**config.mk**
```make
export PLATFORM = sky130hd
export DESIGN_NAME = percent_url_decoder_core
export DESIGN_NICKNAME = d
export VERILOG_FILES = /design/src/hdl/pud_pkg.sv /design/src/hdl/pud_decode.sv /design/src/hdl/pud_out_queue.sv /design/src/hdl/percent_url_decoder_core.sv
export SDC_FILE = /design/constraint.sdc
export NUM_CORES = 1
export LEC_CHECK = 0
export BUFFER_PORTS_ARGS = -buffer_cell sky130_fd_sc_hd__buf_2
export CAP_MARGIN = 20
export CORE_MARGIN = 3
export CORE_UTILIZATION = 58
export CTS_BUF_LIST = sky130_fd_sc_hd__clkbuf_4 sky130_fd_sc_hd__clkbuf_8
export CTS_CLUSTER_DIAMETER = 120
export DETAILED_ROUTE_END_ITERATION = 7
export GPL_ROUTABILITY_DRIVEN = 0
export PLACE_DENSITY = 0.8
export SYNTH_ARGS = -nofsm -noshare
export SYNTH_HDL_FRONTEND = slang
export SYNTH_SLANG_ARGS = --single-unit
```
**constraint.sdc**
```tcl
create_clock -name clk -period 3.75 [get_ports clk]
set_input_delay 0.375 -clock clk [delete_from_list [all_inputs] [get_ports clk]]
set_output_delay 0.375 -clock clk [all_outputs]
set_load 0.02 [all_outputs]
```
**src/hdl/pud_pkg.sv**
```systemverilog
`timescale 1ns / 1ps

package pud_pkg;

	localparam logic [7:0] PCT_CHAR   = 8'h25;
	localparam logic [7:0] PLUS_CHAR  = 8'h2B;
	localparam logic [7:0] SPACE_CHAR = 8'h20;

	localparam int unsigned QUEUE_DEPTH = 4;
	localparam int unsigned PTR_W       = $clog2(QUEUE_DEPTH);
	localparam int unsigned CNT_W       = $clog2(QUEUE_DEPTH + 1);
	localparam int unsigned BURST_MAX   = 3;

	typedef enum logic [1:0] {
		HELD_NONE  = 2'd0,
		HELD_PCT   = 2'd1,
		HELD_DIGIT = 2'd2
	} held_t;

	typedef struct packed {
		logic [7:0] data;
		logic       last;
	} entry_t;

	// up to three bytes produced by one input item
	typedef struct packed {
		logic [1:0] num;
		entry_t [BURST_MAX-1:0] slot;
	} burst_t;

	// {valid, nibble}
	function automatic logic [4:0] hex_decode(input logic [7:0] c);
		logic [4:0] r;
		r = 5'd0;
		if (c >= 8'h30 && c <= 8'h39) begin
			r = {1'b1, 4'(c - 8'h30)};
		end else if (c >= 8'h41 && c <= 8'h46) begin
			r = {1'b1, 4'(c - 8'h37)};
		end else if (c >= 8'h61 && c <= 8'h66) begin
			r = {1'b1, 4'(c - 8'h57)};
		end
		return r;
	endfunction

endpackage

```
**src/hdl/pud_decode.sv**
```systemverilog
`timescale 1ns / 1ps

module pud_decode (
	input  logic [7:0]      in_byte,
	input  logic            in_last,
	input  logic            plus_to_space,
	input  pud_pkg::held_t  held,
	input  logic [7:0]      held_digit,
	output pud_pkg::held_t  held_next,
	output pud_pkg::burst_t burst
);
	import pud_pkg::*;

	logic [4:0] hv_in;
	logic [4:0] hv_held;
	logic [7:0] raw [BURST_MAX];
	logic [1:0] n;
	held_t      hn;
	logic [7:0] tail_digit;

	assign hv_in   = hex_decode(in_byte);
	assign hv_held = hex_decode(held_digit);

	always_comb begin
		for (int i = 0; i < BURST_MAX; i++) begin
			raw[i] = PCT_CHAR;
		end
		n          = 2'd0;
		hn         = HELD_NONE;
		tail_digit = held_digit;

		case (held)
			HELD_PCT: begin
				if (hv_in[4]) begin
					hn         = HELD_DIGIT;
					tail_digit = in_byte;
				end else begin
					raw[0] = PCT_CHAR;
					n      = 2'd1;
					if (in_byte == PCT_CHAR) begin
						hn = HELD_PCT;
					end else begin
						raw[1] = in_byte;
						n      = 2'd2;
					end
				end
			end
			HELD_DIGIT: begin
				if (hv_in[4]) begin
					raw[0] = {hv_held[3:0], hv_in[3:0]};
					n      = 2'd1;
				end else begin
					raw[0] = PCT_CHAR;
					raw[1] = held_digit;
					n      = 2'd2;
					if (in_byte == PCT_CHAR) begin
						hn = HELD_PCT;
					end else begin
						raw[2] = in_byte;
						n      = 2'd3;
					end
				end
			end
			default: begin
				if (in_byte == PCT_CHAR) begin
					hn = HELD_PCT;
				end else begin
					raw[0] = in_byte;
					n      = 2'd1;
				end
			end
		endcase

		// end of string flushes whatever escape is still open
		if (in_last) begin
			if (hn == HELD_PCT) begin
				raw[n] = PCT_CHAR;
				n      = n + 2'd1;
			end else if (hn == HELD_DIGIT) begin
				raw[0] = PCT_CHAR;
				raw[1] = tail_digit;
				n      = 2'd2;
			end
			hn = HELD_NONE;
		end

		burst.num = n;
		for (int i = 0; i < BURST_MAX; i++) begin
			burst.slot[i].data = (plus_to_space && raw[i] == PLUS_CHAR) ? SPACE_CHAR : raw[i];
			burst.slot[i].last = in_last && (2'(i) == n - 2'd1);
		end
	end

	assign held_next = hn;

endmodule

```
**src/hdl/pud_out_queue.sv**
```systemverilog
`timescale 1ns / 1ps

module pud_out_queue (
	input  logic            clk,
	input  logic            arst_n,
	input  logic            push,
	input  pud_pkg::burst_t burst,
	output logic            room,
	output logic            out_valid,
	input  logic            out_stall,
	output pud_pkg::entry_t head
);
	import pud_pkg::*;

	entry_t           mem_q [QUEUE_DEPTH];
	logic [PTR_W-1:0] wr_ptr_q;
	logic [PTR_W-1:0] rd_ptr_q;
	logic [CNT_W-1:0] count_q;
	logic [1:0]       push_n;
	logic             pop;

	assign push_n    = push ? burst.num : 2'd0;
	assign out_valid = (count_q != '0);
	assign pop       = out_valid && !out_stall;
	assign head      = mem_q[rd_ptr_q];
	// a full burst must fit even if nothing leaves this cycle
	assign room      = (count_q <= CNT_W'(QUEUE_DEPTH - BURST_MAX));

	always_ff @(posedge clk) begin
		for (int i = 0; i < BURST_MAX; i++) begin
			if (2'(i) < push_n) begin
				mem_q[wr_ptr_q + PTR_W'(i)] <= burst.slot[i];
			end
		end
	end

	always_ff @(posedge clk or negedge arst_n) begin
		if (!arst_n) begin
			wr_ptr_q <= '0;
			rd_ptr_q <= '0;
			count_q  <= '0;
		end else begin
			wr_ptr_q <= wr_ptr_q + PTR_W'(push_n);
			if (pop) begin
				rd_ptr_q <= rd_ptr_q + PTR_W'(1);
			end
			count_q <= count_q + CNT_W'(push_n) - CNT_W'(pop);
		end
	end

	a_count_bound: assert property (@(posedge clk) disable iff (!arst_n)
		count_q <= CNT_W'(QUEUE_DEPTH))
		else $error("output queue over capacity");

	a_push_fits: assert property (@(posedge clk) disable iff (!arst_n)
		(push_n != 2'd0) |-> room)
		else $error("burst written without room");

	a_pop_only: assert property (@(posedge clk) disable iff (!arst_n)
		(pop && push_n == 2'd0) |=> (count_q == $past(count_q) - CNT_W'(1)))
		else $error("queue count lost track of a pop");

	a_ptr_gap: assert property (@(posedge clk) disable iff (!arst_n)
		(wr_ptr_q - rd_ptr_q) == PTR_W'(count_q))
		else $error("queue pointers disagree with count");

endmodule

```
**src/hdl/percent_url_decoder_core.sv**
```systemverilog
`timescale 1ns / 1ps

// Streaming URL percent-escape decoder.
// Input channel: in_valid / in_stall with in_byte, in_last (last char of a string).
// Output channel: out_valid / out_stall with out_byte, out_last.
// An item moves when valid is high and stall is low at a rising edge of clk.
// Config: cfg_valid / cfg_ready write plus_to_space; cfg_ready is always high.
// Write it only while the block is idle.
// Each input item yields zero to three bytes ("%4", "%4x" flushes, end of string).
// They go into a four-entry output queue; when the queue is empty, the first
// byte is on out_byte in the cycle after the input item is accepted.
// Throughput: one input item per cycle while items yield at most one byte and
// out_stall is low; bursts drain at one byte per cycle while out_stall is low,
// and in_stall is high while more than one byte is queued.
// When the receiver stalls, queued bytes hold and in_stall rises once the queue
// cannot take a full burst.
// Reset (arst_n low): no escape held, queue empty, plus_to_space = 1.
module percent_url_decoder_core (
	input  logic       clk,
	input  logic       arst_n,
	input  logic       cfg_valid,
	output logic       cfg_ready,
	input  logic       plus_to_space,
	input  logic       in_valid,
	output logic       in_stall,
	input  logic [7:0] in_byte,
	input  logic       in_last,
	output logic       out_valid,
	input  logic       out_stall,
	output logic [7:0] out_byte,
	output logic       out_last
);
	import pud_pkg::*;

	logic       p2s_q;
	held_t      held_q;
	held_t      held_next;
	logic [7:0] digit_q;
	burst_t     burst;
	logic       room;
	logic       accept;
	entry_t     head;

	assign cfg_ready = 1'b1;
	assign in_stall  = !room;
	assign accept    = in_valid && room;

	pud_decode u_decode (
		.in_byte       (in_byte),
		.in_last       (in_last),
		.plus_to_space (p2s_q),
		.held          (held_q),
		.held_digit    (digit_q),
		.held_next     (held_next),
		.burst         (burst)
	);

	pud_out_queue u_queue (
		.clk       (clk),
		.arst_n    (arst_n),
		.push      (accept),
		.burst     (burst),
		.room      (room),
		.out_valid (out_valid),
		.out_stall (out_stall),
		.head      (head)
	);

	assign out_byte = head.data;
	assign out_last = head.last;

	always_ff @(posedge clk or negedge arst_n) begin
		if (!arst_n) begin
			p2s_q   <= 1'b1;
			held_q  <= HELD_NONE;
			digit_q <= 8'd0;
		end else begin
			if (cfg_valid && cfg_ready) begin
				p2s_q <= plus_to_space;
			end
			if (accept) begin
				held_q <= held_next;
				if (held_q == HELD_PCT) begin
					digit_q <= in_byte;
				end
			end
		end
	end

	a_last_clears: assert property (@(posedge clk) disable iff (!arst_n)
		(accept && in_last) |=> (held_q == HELD_NONE))
		else $error("escape still held after end of string");

	a_held_silent: assert property (@(posedge clk) disable iff (!arst_n)
		(accept && held_next != HELD_NONE && held_q == HELD_NONE) |-> (burst.num == 2'd0))
		else $error("bytes emitted while opening an escape");

	a_no_pct_digit: assert property (@(posedge clk) disable iff (!arst_n)
		(held_q == HELD_DIGIT) |-> (hex_decode(digit_q) != 5'd0))
		else $error("held digit is not hex");

endmodule
```
==> out/summary.txt <==
outcome -> complete, no violations
die area -> 8620 sq um
worst relative slew slack -> 39.44%
Post-synth EDFFs -> 36
Synth Area in Simple Gates -> 21.08%
dominant synthesized flop cell -> edfxtp_1
initial antenna violation count -> 0
Slew @ Worst Pin -> 0.9084 ns
Leakage -> 1.744 nW
final-report max-slew violation count -> 0
post-route setup TNS -> 0 ns
vias in the first global route -> 3711
postcts setup bufs -> 0
worst setup path category -> register to register
Tot Pwr -> 1.769 mW
Slowest-stage cell, CP -> fa_1
arrival time worst endpoint -> 3.66 ns
drt first pass iters -> 6
largest net degree at the start of global routing -> 20
period utilisation layout -> 92.06%
Nets -> 500
CTS Hold Bufs -> 0
Cell variety after synth -> 92
endpoints failing hold -> 0
Syn-to-layout area delta -> 7.323%
combinational family with the most area after synthesis -> compound AO/OA/AOI/OAI gates
VDD IR max -> 0.1879 mV
syn nets -> 483
clock latency on the worst-skew pair -> 0.32 ns
worst-path cell chain -> inv_1 -> ha_1 -> and2b_2 -> o21ai_1 -> nand2_1 -> nand2_1 -> ha_1 -> a21oi_2 -> a41oi_2 -> nor2_1 -> inv_2 -> ha_1 -> fa_1 -> xor2_1 -> xnor2_1
clk sinks -> 54
row count -> 31
unrepaired setup endpoints after global routing -> false
syn_area_per_cell -> 9.742 sq um
most frequent cells in the layout -> nand2_1, edfxtp_1, buf_2
synthesized flop and latch total -> 54
CP required -> 3.96 ns
Die Width -> 92.85 microns
Synth Area in Adders -> 5.606%
drt wl/cell -> 20.97 microns
die extent in y -> 92.85 microns
hold_ws -> 0.000008549 ns
Vias -> 3907
I/O pin count -> 27
synthesized cell area -> 4374 sq um
number of CTS-inserted buffers -> 5
hpwl dp -> 9.157 mm
Initial Util -> 59.99%
async set-reset flop share out of synthesis -> 33.33%
min Tclk post-route -> 3.452 ns
Crit. End Element -> register
compound-cell area share of the yosys netlist -> 23.66%
clk slew on worst S/H paths -> 0.11 ns
Non-Filler Instances -> 566
synth warn -> 0
Slowest Stage Delay on Critical Path -> 0.43 ns
Startpoint Class -> register
CTS Root Cell -> clkbuf_8
Synth Area in XOR/XNOR -> 1.402%
Worst Path Max Fanout -> 6
design area -> 4695 sq um
Min-Delay Path Class -> primary input to asynchronous set/reset pin
Placed Area -> 4597 sq um
placed cell count -> 558
final setup violating endpoints -> 0
mux share of post-synthesis cell area -> 6.894%
final setup margin -> 0.2977 ns
max cap viols -> 0
first-pass GRT wire length -> 19.11 mm
share of cells above drive strength 1 -> 22.06%
post-synthesis sequential area ratio -> 35.04%
remaining global-route overflow -> 0
most common cell after layout, fill and taps aside -> nand2_1
fmax -> 289.7 MHz
initial DRC count -> 378
post-route ant nets -> 0
diode count -> 0
GRT Total Usage -> 28.27%
Total Wirelength -> 11.87 mm
Synth Instances -> 449
Pwr Density -> 376.7 nW/um^2
most frequent CP cell -> ha_1
H-tree depth -> 2
Via density -> 6.903
fill cell count -> 622
clk buf depth -> 2
I/O Buffers -> 25
fin util -> 64.38%
DRC Markers -> 0
core box area -> 7292 sq um
CTS tree -> built
Worst Clk Skew -> 0.01587 ns
Placement Setup Slack -> 0.07488 ns
## cells by family after synthesis
| group | count (synthesis) |
|---|---|
| AO/OA/AOI/OAI | 135 |
| XOR/XNOR | 7 |
| adder cells (fa/ha/maj) | 19 |
| buffers and inverters | 58 |
| flip-flops | 54 |
| multiplexers | 18 |
| other | 1 |
| AND/OR/NAND/NOR | 157 |
## synthesized netlist by cell type (all sizes together), types with 3 or more instances
library cell   n  area (sq um)
a211oi         6         50.05
a21o           5         37.54
a21oi         19         98.85
a22o           4         35.03
a22oi          3         22.52
a31oi          8         50.05
and2           5         31.28
and3           4         25.02
buf           18         122.6
clkbuf        16         60.06
dfrtp         17         425.4
edfxtp        36          1081
ha            18         225.2
inv           23         86.33
mux2           7         78.83
mux4           9         202.7
nand2         50         200.2
nand2b         3         18.77
nand3         21         115.1
nand3b         3         22.52
nand4          4         31.28
nand4bb        4         45.04
nor2          24         92.59
nor2b          6         37.54
nor3          10         71.32
nor4b          5         50.04
o211ai         7         52.55
o21a           4         30.03
o21ai         22         110.1
o21bai         3         22.52
o221ai        26         246.5
o31a           4         35.03
o31ai          3         22.52
or3            3         23.77
xnor2          5         43.79
## critical path, delay by kind of cell, from the launching register on
kind                     cells  cell delay, ns
AO/OA/AOI/OAI                3            0.47
XOR/XNOR                     2            0.29
adder cells (fa/ha/maj)      4            1.35
buffers and inverters        2            0.15
flip-flops                   1            0.39
AND/OR/NAND/NOR              4            0.69
## worst paths after layout
check                                              from                           end  slack, ns  cells after the start
min reg2reg                u_queue.count_q[2]$_DFF_PN0_  u_queue.count_q[2]$_DFF_PN0_       0.50                      1
min                                              arst_n        digit_q[3]$_DFFE_PN0P_   0.000009                      1
max                               held_q[0]$_DFFE_PN0P_  u_queue.count_q[2]$_DFF_PN0_       0.30                     15
max in group asynchronous                        arst_n             p2s_q$_DFFE_PN1P_       3.41                      1
max reg2reg                       held_q[0]$_DFFE_PN0P_  u_queue.count_q[2]$_DFF_PN0_       0.30                     15
min in group clk                          plus_to_space             p2s_q$_DFFE_PN1P_       0.28                      2
## metal layers
metal  global-route usage [%]  vias up  part of all wire [%]
met2                    48.71      261                    50
met4                    10.26        0                   3.6
li1                         -     1769                     -
met5                        0        -                     0
met1                    35.40     1827                    37
met3                    5.037       50                   8.8
## sequential cells by signal, summed over array words and instances (netlist names)
| signal | count |
|---|---|
| digit_q | 8 |
| held_q | 2 |
| p2s_q | 1 |
| u_queue.count_q | 3 |
| u_queue.mem_q | 36 |
| u_queue.rd_ptr_q | 2 |
| u_queue.wr_ptr_q | 2 |
## cell type report
class	count	area [sq um]	area share [%]
Clock buffer	6	76.32	1.626
Clock inverter	2	15.01	0.3198
Inverter	24	90.09	1.919
Multi-Input combinational cell	337	2589	55.14
Sequential cell	54	1533	32.65
Tap cell	99	123.9	2.639
Timing Repair Buffer	44	267.8	5.704
## power breakdown
group	internal, mW	switching, mW
Combinational	0.260	0.325
Sequential	0.717	0.122
Clock	0.139	0.205
## timing repair
item / CTS / global route
setup endpoints to repair: 0 / 19
resized for setup: 0 / 2
endpoints found under the hold margin: 0 / 0
Power figures use the tool's default switching activity.
